### src/cdad_pkg.sv
// shared types, constants and calendar helpers for the date adder
package cdad_pkg;

	// field widths
	localparam int YEAR_W   = 14;
	localparam int MONTH_W  = 4;
	localparam int DAY_W    = 5;
	localparam int WEEKS_W  = 12;
	localparam int ADD_W    = 16;

	// running day count: 31 + 65535 + 7 * 4095 stays below 2^17
	localparam int SUM_W    = 17;

	// year kept as position inside its century plus century count
	localparam int CENT_W   = 8;
	localparam int R100_W   = 7;

	// reciprocal of 100 for the century split, exact for years below 2^14
	localparam int RECIP_W     = 13;
	localparam int RECIP_SHIFT = 19;
	localparam int PROD_W      = YEAR_W + RECIP_W;
	localparam logic [RECIP_W-1:0] RECIP_100 = RECIP_W'(5243);

	localparam logic [YEAR_W-1:0]  YEAR_MIN  = YEAR_W'(1);
	localparam logic [YEAR_W-1:0]  YEAR_MAX  = YEAR_W'(16383);
	localparam logic [YEAR_W-1:0]  CENTURY   = YEAR_W'(100);
	localparam logic [R100_W-1:0]  LAST_YEAR_IN_CENT = R100_W'(99);
	localparam logic [MONTH_W-1:0] MONTH_JAN = MONTH_W'(1);
	localparam logic [MONTH_W-1:0] MONTH_FEB = MONTH_W'(2);
	localparam logic [MONTH_W-1:0] MONTH_APR = MONTH_W'(4);
	localparam logic [MONTH_W-1:0] MONTH_JUN = MONTH_W'(6);
	localparam logic [MONTH_W-1:0] MONTH_SEP = MONTH_W'(9);
	localparam logic [MONTH_W-1:0] MONTH_NOV = MONTH_W'(11);
	localparam logic [MONTH_W-1:0] MONTH_DEC = MONTH_W'(12);
	localparam logic [DAY_W-1:0]   DAY_FIRST = DAY_W'(1);
	localparam logic [DAY_W-1:0]   DAY_LAST  = DAY_W'(31);

	// defaults for the top-level parameters
	localparam int DEF_DAY_OFFSET_BITS = 16;
	localparam int DEF_QUEUE_DEPTH     = 2;

	// one classified date waiting for the month stepper
	typedef struct packed {
		logic [YEAR_W-1:0]  year;
		logic [MONTH_W-1:0] month;
		logic [SUM_W-1:0]   day;
		logic [R100_W-1:0]  yr_in_cent;
		logic [1:0]         cent_mod4;
	} job_t;

	typedef enum logic {
		BK_IDLE,
		BK_RUN
	} bk_state_t;

	// gregorian leap rule from the split year
	function automatic logic is_leap(input logic [1:0] year_lo, input logic [R100_W-1:0] r100,
		input logic [1:0] cent_mod4);
		logic leap;
		if (r100 == '0) begin
			leap = (cent_mod4 == 2'd0);
		end else begin
			leap = (year_lo == 2'd0);
		end
		return leap;
	endfunction

	// days in a month
	function automatic logic [DAY_W-1:0] month_len(input logic [MONTH_W-1:0] m, input logic leap);
		logic [DAY_W-1:0] len;
		case (m) inside
			MONTH_APR, MONTH_JUN, MONTH_SEP, MONTH_NOV: len = DAY_W'(30);
			MONTH_FEB: len = leap ? DAY_W'(29) : DAY_W'(28);
			default:   len = DAY_W'(31);
		endcase
		return len;
	endfunction

endpackage

### src/cdad_front.sv
// front end: clamps the start date, forms the day offset and splits the year by century
module cdad_front import cdad_pkg::*; #(
	parameter int DAY_OFFSET_BITS = DEF_DAY_OFFSET_BITS
) (
	input  logic               clk,
	input  logic               arst_n,
	input  logic               in_valid,
	output logic               in_ready,
	input  logic [YEAR_W-1:0]  start_year,
	input  logic [MONTH_W-1:0] start_month,
	input  logic [DAY_W-1:0]   start_day,
	input  logic [WEEKS_W-1:0] add_weeks,
	input  logic [ADD_W-1:0]   add_days,
	output logic               push_valid,
	input  logic               push_ready,
	output job_t               push_data
);

	localparam int EFF_BITS = (DAY_OFFSET_BITS > ADD_W) ? ADD_W : DAY_OFFSET_BITS;
	localparam logic [ADD_W-1:0] ADD_MASK = ADD_W'((64'd1 << EFF_BITS) - 64'd1);

	logic [YEAR_W-1:0]  year_c;
	logic [MONTH_W-1:0] month_c;
	logic [DAY_W-1:0]   day_c;
	logic [SUM_W-1:0]   sum_c;
	logic [PROD_W-1:0]  prod_c;

	logic               valid_s1;
	logic [YEAR_W-1:0]  year_s1;
	logic [MONTH_W-1:0] month_s1;
	logic [SUM_W-1:0]   day_s1;
	logic [CENT_W-1:0]  cent_s1;
	logic [YEAR_W-1:0]  cent_years;
	logic [YEAR_W-1:0]  r100_wide;

	// clamp out-of-range start fields
	always_comb begin
		year_c  = (start_year == '0) ? YEAR_MIN : start_year;
		month_c = start_month;
		if (start_month == '0) begin
			month_c = MONTH_JAN;
		end else if (start_month > MONTH_DEC) begin
			month_c = MONTH_DEC;
		end
		day_c = (start_day == '0) ? DAY_FIRST : start_day;
	end

	// day + days + 7 * weeks, seven times as eight minus one
	assign sum_c = SUM_W'(day_c) + SUM_W'(add_days & ADD_MASK)
		+ (SUM_W'(add_weeks) << 3) - SUM_W'(add_weeks);

	// year / 100 by reciprocal
	assign prod_c = PROD_W'(year_c) * PROD_W'(RECIP_100);

	assign in_ready = !valid_s1 || push_ready;

	always_ff @(posedge clk or negedge arst_n) begin
		if (!arst_n) begin
			valid_s1 <= 1'b0;
		end else if (in_ready) begin
			valid_s1 <= in_valid;
		end
	end

	always_ff @(posedge clk) begin
		if (in_valid && in_ready) begin
			year_s1  <= year_c;
			month_s1 <= month_c;
			day_s1   <= sum_c;
			cent_s1  <= prod_c[RECIP_SHIFT +: CENT_W];
		end
	end

	// remainder within the century
	assign cent_years = YEAR_W'(cent_s1) * CENTURY;
	assign r100_wide  = year_s1 - cent_years;

	assign push_valid = valid_s1;
	always_comb begin
		push_data.year       = year_s1;
		push_data.month      = month_s1;
		push_data.day        = day_s1;
		push_data.yr_in_cent = r100_wide[R100_W-1:0];
		push_data.cent_mod4  = cent_s1[1:0];
	end

endmodule

### src/cdad_queue.sv
// small fifo between the front end and the month stepper
module cdad_queue import cdad_pkg::*; #(
	parameter int DEPTH = DEF_QUEUE_DEPTH
) (
	input  logic clk,
	input  logic arst_n,
	input  logic wr_valid,
	output logic wr_ready,
	input  job_t wr_data,
	output logic rd_valid,
	input  logic rd_ready,
	output job_t rd_data
);

	localparam int PTR_W = (DEPTH > 1) ? $clog2(DEPTH) : 1;
	localparam int CNT_W = $clog2(DEPTH + 1);
	localparam logic [PTR_W-1:0] PTR_LAST = PTR_W'(DEPTH - 1);
	localparam logic [CNT_W-1:0] CNT_FULL = CNT_W'(DEPTH);

	job_t             entry_q [DEPTH];
	logic [PTR_W-1:0] wr_ptr_q;
	logic [PTR_W-1:0] rd_ptr_q;
	logic [CNT_W-1:0] cnt_q;
	logic             do_wr;
	logic             do_rd;

	assign wr_ready = (cnt_q != CNT_FULL);
	assign rd_valid = (cnt_q != '0);
	assign rd_data  = entry_q[rd_ptr_q];
	assign do_wr    = wr_valid && wr_ready;
	assign do_rd    = rd_valid && rd_ready;

	// pointers and fill count
	always_ff @(posedge clk or negedge arst_n) begin
		if (!arst_n) begin
			wr_ptr_q <= '0;
			rd_ptr_q <= '0;
			cnt_q    <= '0;
		end else begin
			if (do_wr) begin
				wr_ptr_q <= (wr_ptr_q == PTR_LAST) ? '0 : wr_ptr_q + PTR_W'(1);
			end
			if (do_rd) begin
				rd_ptr_q <= (rd_ptr_q == PTR_LAST) ? '0 : rd_ptr_q + PTR_W'(1);
			end
			if (do_wr && !do_rd) begin
				cnt_q <= cnt_q + CNT_W'(1);
			end else if (do_rd && !do_wr) begin
				cnt_q <= cnt_q - CNT_W'(1);
			end
		end
	end

	// entry storage
	always_ff @(posedge clk) begin
		if (do_wr) begin
			entry_q[wr_ptr_q] <= wr_data;
		end
	end

`ifndef NO_ASSERTIONS
	a_cnt_bound: assert property (@(posedge clk) disable iff (!arst_n)
		cnt_q <= CNT_FULL)
		else $error("queue fill count beyond depth");
`endif

endmodule

### src/cdad_back.sv
// back end: steps one month per cycle until the day fits, then registers the result
module cdad_back import cdad_pkg::*; (
	input  logic               clk,
	input  logic               arst_n,
	input  logic               job_valid,
	output logic               job_ready,
	input  job_t               job_data,
	output logic               out_valid,
	input  logic               out_ready,
	output logic [YEAR_W-1:0]  end_year,
	output logic [MONTH_W-1:0] end_month,
	output logic [DAY_W-1:0]   end_day
);

	bk_state_t          state_q;
	bk_state_t          state_d;
	logic [YEAR_W-1:0]  year_q;
	logic [MONTH_W-1:0] month_q;
	logic [SUM_W-1:0]   day_q;
	logic [R100_W-1:0]  r100_q;
	logic [1:0]         cmod4_q;
	logic               out_valid_q;
	logic [YEAR_W-1:0]  end_year_q;
	logic [MONTH_W-1:0] end_month_q;
	logic [DAY_W-1:0]   end_day_q;

	logic               leap;
	logic [DAY_W-1:0]   len;
	logic               over;
	logic               load;
	logic               finish;

	// current month length and loop test
	assign leap = is_leap(year_q[1:0], r100_q, cmod4_q);
	assign len  = month_len(month_q, leap);
	assign over = (day_q > SUM_W'(len));

	always_ff @(posedge clk or negedge arst_n) begin
		if (!arst_n) begin
			state_q <= BK_IDLE;
		end else begin
			state_q <= state_d;
		end
	end

	// next state and handshake
	always_comb begin
		state_d   = state_q;
		job_ready = 1'b0;
		load      = 1'b0;
		finish    = 1'b0;
		case (state_q)
			BK_IDLE: begin
				job_ready = 1'b1;
				if (job_valid) begin
					load    = 1'b1;
					state_d = BK_RUN;
				end
			end
			BK_RUN: begin
				if (!over && (!out_valid_q || out_ready)) begin
					finish  = 1'b1;
					state_d = BK_IDLE;
				end
			end
			default: begin
				state_d = BK_IDLE;
			end
		endcase
	end

	// month stepper, saturating past the last year
	always_ff @(posedge clk) begin
		if (load) begin
			year_q  <= job_data.year;
			month_q <= job_data.month;
			day_q   <= job_data.day;
			r100_q  <= job_data.yr_in_cent;
			cmod4_q <= job_data.cent_mod4;
		end else if (state_q == BK_RUN && over) begin
			if (month_q == MONTH_DEC && year_q == YEAR_MAX) begin
				day_q <= SUM_W'(DAY_LAST);
			end else begin
				day_q <= day_q - SUM_W'(len);
			end
			if (month_q == MONTH_DEC) begin
				if (year_q == YEAR_MAX) begin
					month_q <= MONTH_DEC;
				end else begin
					month_q <= MONTH_JAN;
					year_q  <= year_q + YEAR_W'(1);
					if (r100_q == LAST_YEAR_IN_CENT) begin
						r100_q  <= '0;
						cmod4_q <= cmod4_q + 2'd1;
					end else begin
						r100_q <= r100_q + R100_W'(1);
					end
				end
			end else begin
				month_q <= month_q + MONTH_W'(1);
			end
		end
	end

	// output register
	always_ff @(posedge clk or negedge arst_n) begin
		if (!arst_n) begin
			out_valid_q <= 1'b0;
		end else if (finish) begin
			out_valid_q <= 1'b1;
		end else if (out_ready) begin
			out_valid_q <= 1'b0;
		end
	end

	always_ff @(posedge clk) begin
		if (finish) begin
			end_year_q  <= year_q;
			end_month_q <= month_q;
			end_day_q   <= day_q[DAY_W-1:0];
		end
	end

	assign out_valid = out_valid_q;
	assign end_year  = end_year_q;
	assign end_month = end_month_q;
	assign end_day   = end_day_q;

`ifndef NO_ASSERTIONS
	a_out_month: assert property (@(posedge clk) disable iff (!arst_n)
		out_valid_q |-> (end_month_q >= MONTH_JAN && end_month_q <= MONTH_DEC))
		else $error("result month out of range");
	a_out_day: assert property (@(posedge clk) disable iff (!arst_n)
		out_valid_q |-> (end_day_q != '0))
		else $error("result day is zero");
	a_run_day: assert property (@(posedge clk) disable iff (!arst_n)
		(state_q == BK_RUN && over) |=> (day_q != '0))
		else $error("month step left day at zero");
`endif

endmodule

### src/calendar_date_add_days.sv
// path: the front-end register, the queue, the stepper load, one step per month crossed, then the output register
// the month stepper handles one date at a time and takes a new one only once the last is done;
// the front end keeps accepting until the queue fills
// reset: arst_n clears all valid flags, the queue and the stepper state asynchronously
// top level of the gregorian date adder
module calendar_date_add_days import cdad_pkg::*; #(
	parameter int DAY_OFFSET_BITS = DEF_DAY_OFFSET_BITS,
	parameter int QUEUE_DEPTH     = DEF_QUEUE_DEPTH
) (
	input  logic               clk,
	input  logic               arst_n,
	input  logic               in_valid,
	output logic               in_ready,
	input  logic [YEAR_W-1:0]  start_year,
	input  logic [MONTH_W-1:0] start_month,
	input  logic [DAY_W-1:0]   start_day,
	input  logic [WEEKS_W-1:0] add_weeks,
	input  logic [ADD_W-1:0]   add_days,
	output logic               out_valid,
	input  logic               out_ready,
	output logic [YEAR_W-1:0]  end_year,
	output logic [MONTH_W-1:0] end_month,
	output logic [DAY_W-1:0]   end_day
);

	logic push_valid;
	logic push_ready;
	job_t push_data;
	logic job_valid;
	logic job_ready;
	job_t job_data;

	// classify the transfer
	cdad_front #(
		.DAY_OFFSET_BITS(DAY_OFFSET_BITS)
	) u_front (
		.clk        (clk),
		.arst_n     (arst_n),
		.in_valid   (in_valid),
		.in_ready   (in_ready),
		.start_year (start_year),
		.start_month(start_month),
		.start_day  (start_day),
		.add_weeks  (add_weeks),
		.add_days   (add_days),
		.push_valid (push_valid),
		.push_ready (push_ready),
		.push_data  (push_data)
	);

	// decouple front and back
	cdad_queue #(
		.DEPTH(QUEUE_DEPTH)
	) u_queue (
		.clk     (clk),
		.arst_n  (arst_n),
		.wr_valid(push_valid),
		.wr_ready(push_ready),
		.wr_data (push_data),
		.rd_valid(job_valid),
		.rd_ready(job_ready),
		.rd_data (job_data)
	);

	// walk the months
	cdad_back u_back (
		.clk      (clk),
		.arst_n   (arst_n),
		.job_valid(job_valid),
		.job_ready(job_ready),
		.job_data (job_data),
		.out_valid(out_valid),
		.out_ready(out_ready),
		.end_year (end_year),
		.end_month(end_month),
		.end_day  (end_day)
	);

endmodule

### config.mk
export PLATFORM = sky130hd
export DESIGN_NAME = calendar_date_add_days
export DESIGN_NICKNAME = d
export VERILOG_FILES = /design/src/cdad_pkg.sv /design/src/cdad_front.sv /design/src/cdad_queue.sv /design/src/cdad_back.sv /design/src/calendar_date_add_days.sv
export SDC_FILE = /design/constraint.sdc
export NUM_CORES = 1
export LEC_CHECK = 0
export ABC_AREA = 1
export BUFFER_PORTS_ARGS = -buffer_cell sky130_fd_sc_hd__clkbuf_2
export CAP_MARGIN = 0
export CORE_ASPECT_RATIO = 0.6
export CORE_MARGIN = 5
export CORE_UTILIZATION = 30
export DETAILED_ROUTE_END_ITERATION = 16
export PLACE_DENSITY = 0.5
export SLEW_MARGIN = 20
export SYNTH_ARGS = -nofsm -noshare
export SYNTH_HDL_FRONTEND = slang
export SYNTH_SLANG_ARGS = --single-unit
### constraint.sdc
create_clock -name clk -period 3.55 [get_ports clk]
set_input_delay 0.71 -clock clk [delete_from_list [all_inputs] [get_ports clk]]
set_output_delay 0.71 -clock clk [all_outputs]
set_load 0.02 [all_outputs]
==> flow_summary_export.csv, run 1 <==
group,metric,value,unit
timing,fin_skew,0.00890,ns
timing,hold_viol,0,
timing,fin_crit_sh,145,%
global_routing,track_usage,13.2,%
timing,fmax,195,MHz
flow_run,cap_violations,0,
synthesis,yosysMostFrequentCell,"nand2_1",
global_routing,grt_remaining_overflow,0,
cts,cts.htree.levels,4,
cts,clk_latency,0.44,ns
timing,finalHoldWorstSlack,0.109,ns
placement,dp_hpwl,25500,um
synthesis,synthArstFlopShare,3.54,%
timing,rsz0062_at_grt,"true",
synthesis,syn_nets,1671,
synthesis,synth_area_leader_cell,"edfxtp_1",
routing,antenna_left,0,
global_routing,grt_pass1_wl,51900,um
synthesis,synth_edf_count,191,
cts,cts_sinks,198,
die,start_util,30.3,%
routing,wl_met2,11400,um
timing,finalMaxSlewViolations,0,
cts,cts_root_buffer,"clkbuf_16",
cells_and_area,area_growth,21.1,%
cells_and_area,final_nets,1830,
synthesis,seq_area_frac_synth,43.5,%
timing,setup_viol_count_final,5,
routing,first_pass_iters,5,
global_routing,grt_max_degree,44,
cells_and_area,drive_above_1_share,19.7,%
worst_setup_path,cp-start-kind,"primary input",
power_and_ir_drop,powerDensity,647,mW/mm2
synthesis,syn_area,0.0136,mm2
timing,max_slew_margin,49.6,%
worst_setup_path,required,3.74,ns
worst_setup_path,crit_type,"primary input to flip-flop",
cells_and_area,diodes,0,
synthesis,yosysWarnings,0,
die,fp.coreArea,0.0447,mm2
min_path,min_path_type,"primary input to async pin",
outcome,status,"finished, violations left",
synthesis,synth.distinct_cells,41,
placement,io_buffer_count,79,
synthesis,synth_cells,1400,
cts,cts.clk_slew.worst_paths,0.07,ns
timing,tightest_slew,0.748,ns
synthesis,synth_top_area_share,42.3,%
routing,wl_met1,18500,um
die,die_x,285,um
worst_setup_path,crit_fanout,8,
synthesis,syn_area_per_cell,9.70,um2
worst_setup_path,end_kind,"flip-flop",
die,die-area,0.0497,mm2
global_routing,grt_antenna_before_repair,0,
routing,drcViolationCount,0,
synthesis,yosys-top-cells-area,"edfxtp_1, ha_1, fa_1",
placement,gp_congestion,0.888,
routing,totalWireLength,31900,um
die,placementRows,60,
global_routing,grt_pass1_vias,9262,
synthesis,synthTopCellsByCount,"nand2_1, inv_1, edfxtp_1",
cts,cts_hold_buf,0,
routing,top_layer_used,"met4",
routing,wl_per_cell,14.8,um
routing,first_iter_violations,650,
die,die_h,175,um
routing,via_per_inst,4.35,
cts,cts_buffers,17,
power_and_ir_drop,total_power,10.6,mW
cts,clock_path_buffers,2,
die,io_pins,80,
timing,timing.final.crit_period,5.14,ns
power_and_ir_drop,ir_drop,0.386,mV
synthesis,synth_seq_cells,198,
cts,cts_tree,"done",
routing,vias,9410,
worst_setup_path,arrival,5.32,ns
worst_setup_path,reg2reg_slack,0.54,ns
power_and_ir_drop,leakagePower,7.70,nW
timing,fin_ws,-1.59,ns
outcome,failed_checks,"setup timing",
routing,route.met3.wl,1730,um
synthesis,ys.flop_type,"edfxtp_1",
-- placed cells by master, fill, tap and decap left out, types with 4 or more instances in the layout --
cell type,count
dfrtp_1,7
nor2_2,8
inv_2,21
buf_4,82
inv_1,266
nand2_1,311
a31oi_1,6
nor3_1,6
clkinvlp_4,5
a21oi_1,29
nor2_1,66
ha_4,26
a21oi_2,6
o21ai_1,5
nor2_4,4
fa_2,6
nand3_1,65
edfxtp_1,191
or2_2,6
o21ai_0,44
nand2_2,8
xor2_1,26
nand4_1,16
clkbuf_16,19
xnor2_1,13
fa_1,70
mux2i_1,8
nand2_4,6
clkbuf_2,77
inv_4,4
nand3b_1,4
ha_1,111
-- cell type report --
cell class | instances | area, um2
clock buffers | 19 | 433
clock inverters | 13 | 131
fillers | 4493 | 28300
inverters | 299 | 1180
multi-input cells | 878 | 6930
flip-flops and latches | 198 | 5910
well taps | 589 | 737
repair buffers | 165 | 1110
-- path summary, 6_finish.rpt --
kind                                          start                endpoint  depth (start not counted)
worst max-delay path                  start_year[3]      u_front.cent_s1[1]                         27
worst min-delay path                         arst_n        u_queue.cnt_q[1]                          1
worst max register to register    u_back.month_q[0]      u_back.end_year[7]                         17
worst min register to register  u_front.month_s1[3]  u_queue.entry_q[1][29]                          0
max in group asynchronous                    arst_n        u_queue.cnt_q[0]                          1
min in group clk                u_front.month_s1[3]  u_queue.entry_q[1][29]                          0
-- kinds of logic (layout without fill, tap and decap cells) --
logic type / after synthesis / count (layout) / share of synthesized area [%]
compound gates: 106 / 106 / 4.43
xor+xnor: 39 / 39 / 2.52
buf+inv: 324 / 496 / 9.13
mux: 8 / 8 / 0.590
simple gates: 509 / 509 / 15.7
flops: 198 / 198 / 43.5
fa+ha+maj: 216 / 216 / 24.1
-- metrics by stage --
step                TNS [ns]  instances  instance area [um2]  utilization (%)  worst slack [ns]
global route           -8.63       2161                16400             36.8             -1.77
CTS                    -7.27       2159                16300             36.5             -1.48
global placement      -11.29       2123                15500             34.7             -2.30
finish                 -7.70       2161                16400             36.8             -1.59
floorplan              -6.73       1400                13900                -             -1.38
detailed placement    -11.17       2123                15500             34.7             -2.28
-- flip-flops by register name (all words and copies together), names as in the netlist --
signal	cells
u_back.out_valid	1
u_back.cmod4_q	2
u_front.cent_s1	5
u_queue.cnt_q	2
u_back.end_year	14
u_back.day_q	17
u_front.push_valid	1
u_queue.entry_q	84
u_back.month_q	4
u_queue.wr_ptr_q	1
u_front.year_s1	14
u_back.end_month	4
u_queue.rd_ptr_q	1
u_front.month_s1	4
u_back.state_q	1
u_front.day_s1	17
u_back.r100_q	7
u_back.year_q	14
u_back.end_day	5
-- metal layers --
layer,GRT usage (%),vias to the layer above
li1,-,4800
met1,22.6,4427
met2,16.5,167
met3,2.70,16
met4,2.36,0
met5,0,-
-- what timing repair did --
action,in CTS,in global routing
endpoints found under the hold margin,0,0
pin swaps,34,20
setup buffers,4,2
endpoints found under the setup margin,5,5
gates resized for setup,43,22
-- power by group --
group,internal (mW),switching [mW]
Clock,1.03,0.852
Combinational,2.15,3.10
Sequential,3.32,0.179
-- worst max-delay path, stage by stage --
cell	delay [ns]
clkbuf_16	0.14
inv_16	0.05
ha_4	0.12
nand4_1	0.23
nor2_1	0.20
nand3_2	0.13
buf_12	0.19
nand2_4	0.07
inv_6	0.05
fa_1	0.45
ha_1	0.30
inv_2	0.04
fa_1	0.50
inv_1	0.06
fa_1	0.51
inv_2	0.04
fa_1	0.49
inv_2	0.05
ha_4	0.29
nand2_4	0.06
nor2_4	0.12
nand2_2	0.08
or2_0	0.20
nand2_1	0.08
nor2_1	0.04
nand2_1	0.05
nand2_1	0.06
Power figures use the tool's default switching activity.
==> inputs of run 2 (changes only) <==
--- a/config.mk
+++ b/config.mk
@@ -14,3 +14,4 @@
 export DETAILED_ROUTE_END_ITERATION = 16
-export PLACE_DENSITY = 0.5
+export PLACE_DENSITY = 0.47
+export SKIP_CTS_REPAIR_TIMING = 1
 export SLEW_MARGIN = 20
==> constraint.sdc (replaced) <==
create_clock -name clk -period 3.55 [get_ports clk]
set_input_delay 0.355 -clock clk [delete_from_list [all_inputs] [get_ports clk]]
set_output_delay 0.355 -clock clk [all_outputs]
set_load 0.02 [all_outputs]
==> flow_summary_export.csv, run 2 (synthesis gave the netlist of run 1 again) <==
group,metric,value,unit
outcome,status,"finished, violations left",
outcome,failed_checks,"setup timing",
timing,hold_viol,0,
global_routing,grt_pass1_vias,9100,
worst_setup_path,crit_type,"primary input to flip-flop",
timing,fin_skew,0.00875,ns
placement,dp_hpwl,25200,um
cts,cts.clk_slew.worst_paths,0.07,ns
flow_run,cap_violations,0,
worst_setup_path,end_kind,"flip-flop",
cells_and_area,final_common_cell,"nand2_1",
placement,io_buffer_count,79,
worst_setup_path,cpMaxStageDelayCell,"fa_2",
timing,rsz0062_at_grt,"true",
cts,cts_tree,"done",
min_path,whs_path_depth,1,
power_and_ir_drop,leakagePower,7.69,nW
timing,fmax,211,MHz
cts,cts_root_buffer,"clkbuf_16",
die,die_x,285,um
timing,fin_crit_sh,133,%
cells_and_area,regMostFlops,"u_queue.entry_q",
cells_and_area,final_nets,1827,
routing,vias,9371,
placement,gp_congestion,0.846,
worst_setup_path,critPathBufInv,8,
cts,cts_sinks,198,
global_routing,grt_antenna_before_repair,0,
routing,antenna_left,0,
worst_setup_path,arrival,4.93,ns
timing,timing.final.crit_period,4.73,ns
worst_setup_path,cp-start-kind,"primary input",
cells_and_area,area_growth,20.8,%
global_routing,grt_remaining_overflow,0,
routing,first_pass_iters,6,
cts,cts_buffers,17,
die,placementRows,60,
cells_and_area,reg_top3,"u_queue.entry_q x84, u_back.day_q x17, u_front.day_s1 x17",
timing,finalMaxSlewViolations,0,
timing,setup_tns,-5.66,ns
cts,clk_latency,0.44,ns
timing,max_slew_margin,52.9,%
global_routing,grt_max_degree,44,
min_path,hold_start,"start_month[2]",
cells_and_area,largest_reg_flops,84,
worst_setup_path,max_stage_delay,0.57,ns
routing,first_iter_violations,654,
worst_setup_path,reg2reg_slack,0.52,ns
power_and_ir_drop,ir_drop,0.348,mV
worst_setup_path,crit_fanout,8,
worst_setup_path,crit_family,"adder cells",
cells_and_area,diodes,0,
die,start_util,30.3,%
power_and_ir_drop,powerDensity,644,mW/mm2
die,fp.coreArea,0.0447,mm2
min_path,min_path_type,"primary input to flip-flop",
min_path,whs_endpoint,"u_front.month_s1[2]",
die,die-area,0.0497,mm2
routing,totalWireLength,31500,um
global_routing,grt_pass1_wl,51100,um
worst_setup_path,r2r-end,"u_back.end_year[2]",
routing,via_per_inst,4.34,
worst_setup_path,reg2reg_depth,17,
timing,setup_viol_count_final,5,
routing,drcViolationCount,0,
routing,wl_per_cell,14.6,um
cts,cts.htree.levels,4,
global_routing,track_usage,13.1,%
cells_and_area,drive_above_1_share,19.2,%
timing,tightest_slew,0.699,ns
die,die_h,175,um
cells_and_area,final_cell_mix,"nand2_1, inv_1, edfxtp_1",
worst_setup_path,r2r_start,"u_back.month_q[0]",
cells_and_area,post-route-util,36.7,%
worst_setup_path,required,3.75,ns
die,io_pins,80,
timing,fin_ws,-1.18,ns
cts,clock_path_buffers,2,
==> run 2: cell count changes in the layout (fill, tap and decap cells not counted), moves of 3 or more <==
| cell | change |
|---|---|
| nand3_2 | +4 |
| inv_2 | -4 |
| ha_1 | +6 |
| buf_4 | -3 |
| ha_4 | -5 |
| nand3_1 | -4 |
==> run 2: per-stage QoR <==
| stage | setup slack [ns] | cell area, um2 | instances | hold slack [ns] | power (mW) |
|---|---|---|---|---|---|
| 5_1_grt | -1.40 | 16400 | 2158 | 0.125 | 11.5 |
| 2_1_floorplan | -1.02 | 13900 | 1400 | 0.0594 | 6.83 |
| 3_3_place_gp | -1.94 | 15500 | 2122 | 0.212 | 8.22 |
| 4_1_cts | -1.42 | 16100 | 2154 | -0.272 | 10.2 |
| 3_5_place_dp | -1.90 | 15500 | 2122 | 0.214 | 8.21 |
| 6_report | -1.18 | 16400 | 2158 | 0.134 | 10.6 |
==> run 2: final cells by class <==
type,instances,area (um2)
clock buffers,18,429
flip-flops and latches,198,5910
clock inverters,14,158
inverters,299,1190
multi-input cells,878,6880
well taps,589,737
fillers,4574,28300
repair buffers,162,1100
==> run 2: power by group <==
group | switching, mW | leakage (nW) | internal, mW
sequential | 0.181 | 1.88 | 3.32
combinational | 3.07 | 5.54 | 2.05
clock | 0.840 | 0.272 | 1.10
total | 4.09 | 7.69 | 6.47
==> run 2: worst max-delay path by stage <==
stage	slack, ns	depth (start not counted)	from	to
finish	-1.18	28	start_year[7]	u_front.cent_s1[1]
floorplan	-1.02	26	start_year[3]	u_front.cent_s1[1]
global route	-1.40	28	start_year[2]	u_front.cent_s1[1]
global placement	-1.94	25	start_year[3]	u_front.cent_s1[4]
detailed placement	-1.90	25	start_year[3]	u_front.cent_s1[4]
CTS	-1.42	25	start_year[3]	u_front.cent_s1[4]
==> run 2: worst reg2reg max path, cell delays in order, from the launching register on <==
cell,delay (ns)
edfxtp_1,0.46
inv_1,0.09
ha_1,0.23
o21ai_0,0.16
nand2_1,0.06
o21ai_0,0.14
o21ai_0,0.15
inv_1,0.08
ha_1,0.13
inv_1,0.06
nand2_1,0.05
nand2_1,0.09
nand2_2,0.16
nand4_1,0.14
nand2_1,0.18
nand3_1,0.11
inv_1,0.24
buf_12,0.20
==> run 2: layer usage <==
layer | vias up | part of all wire, % | global-route usage [%]
met5 | - | 0 | 0
met4 | 0 | 0.91 | 2.44
met3 | 21 | 5.2 | 2.59
met2 | 174 | 35 | 16.3
met1 | 4369 | 59 | 22.5
li1 | 4807 | - | -
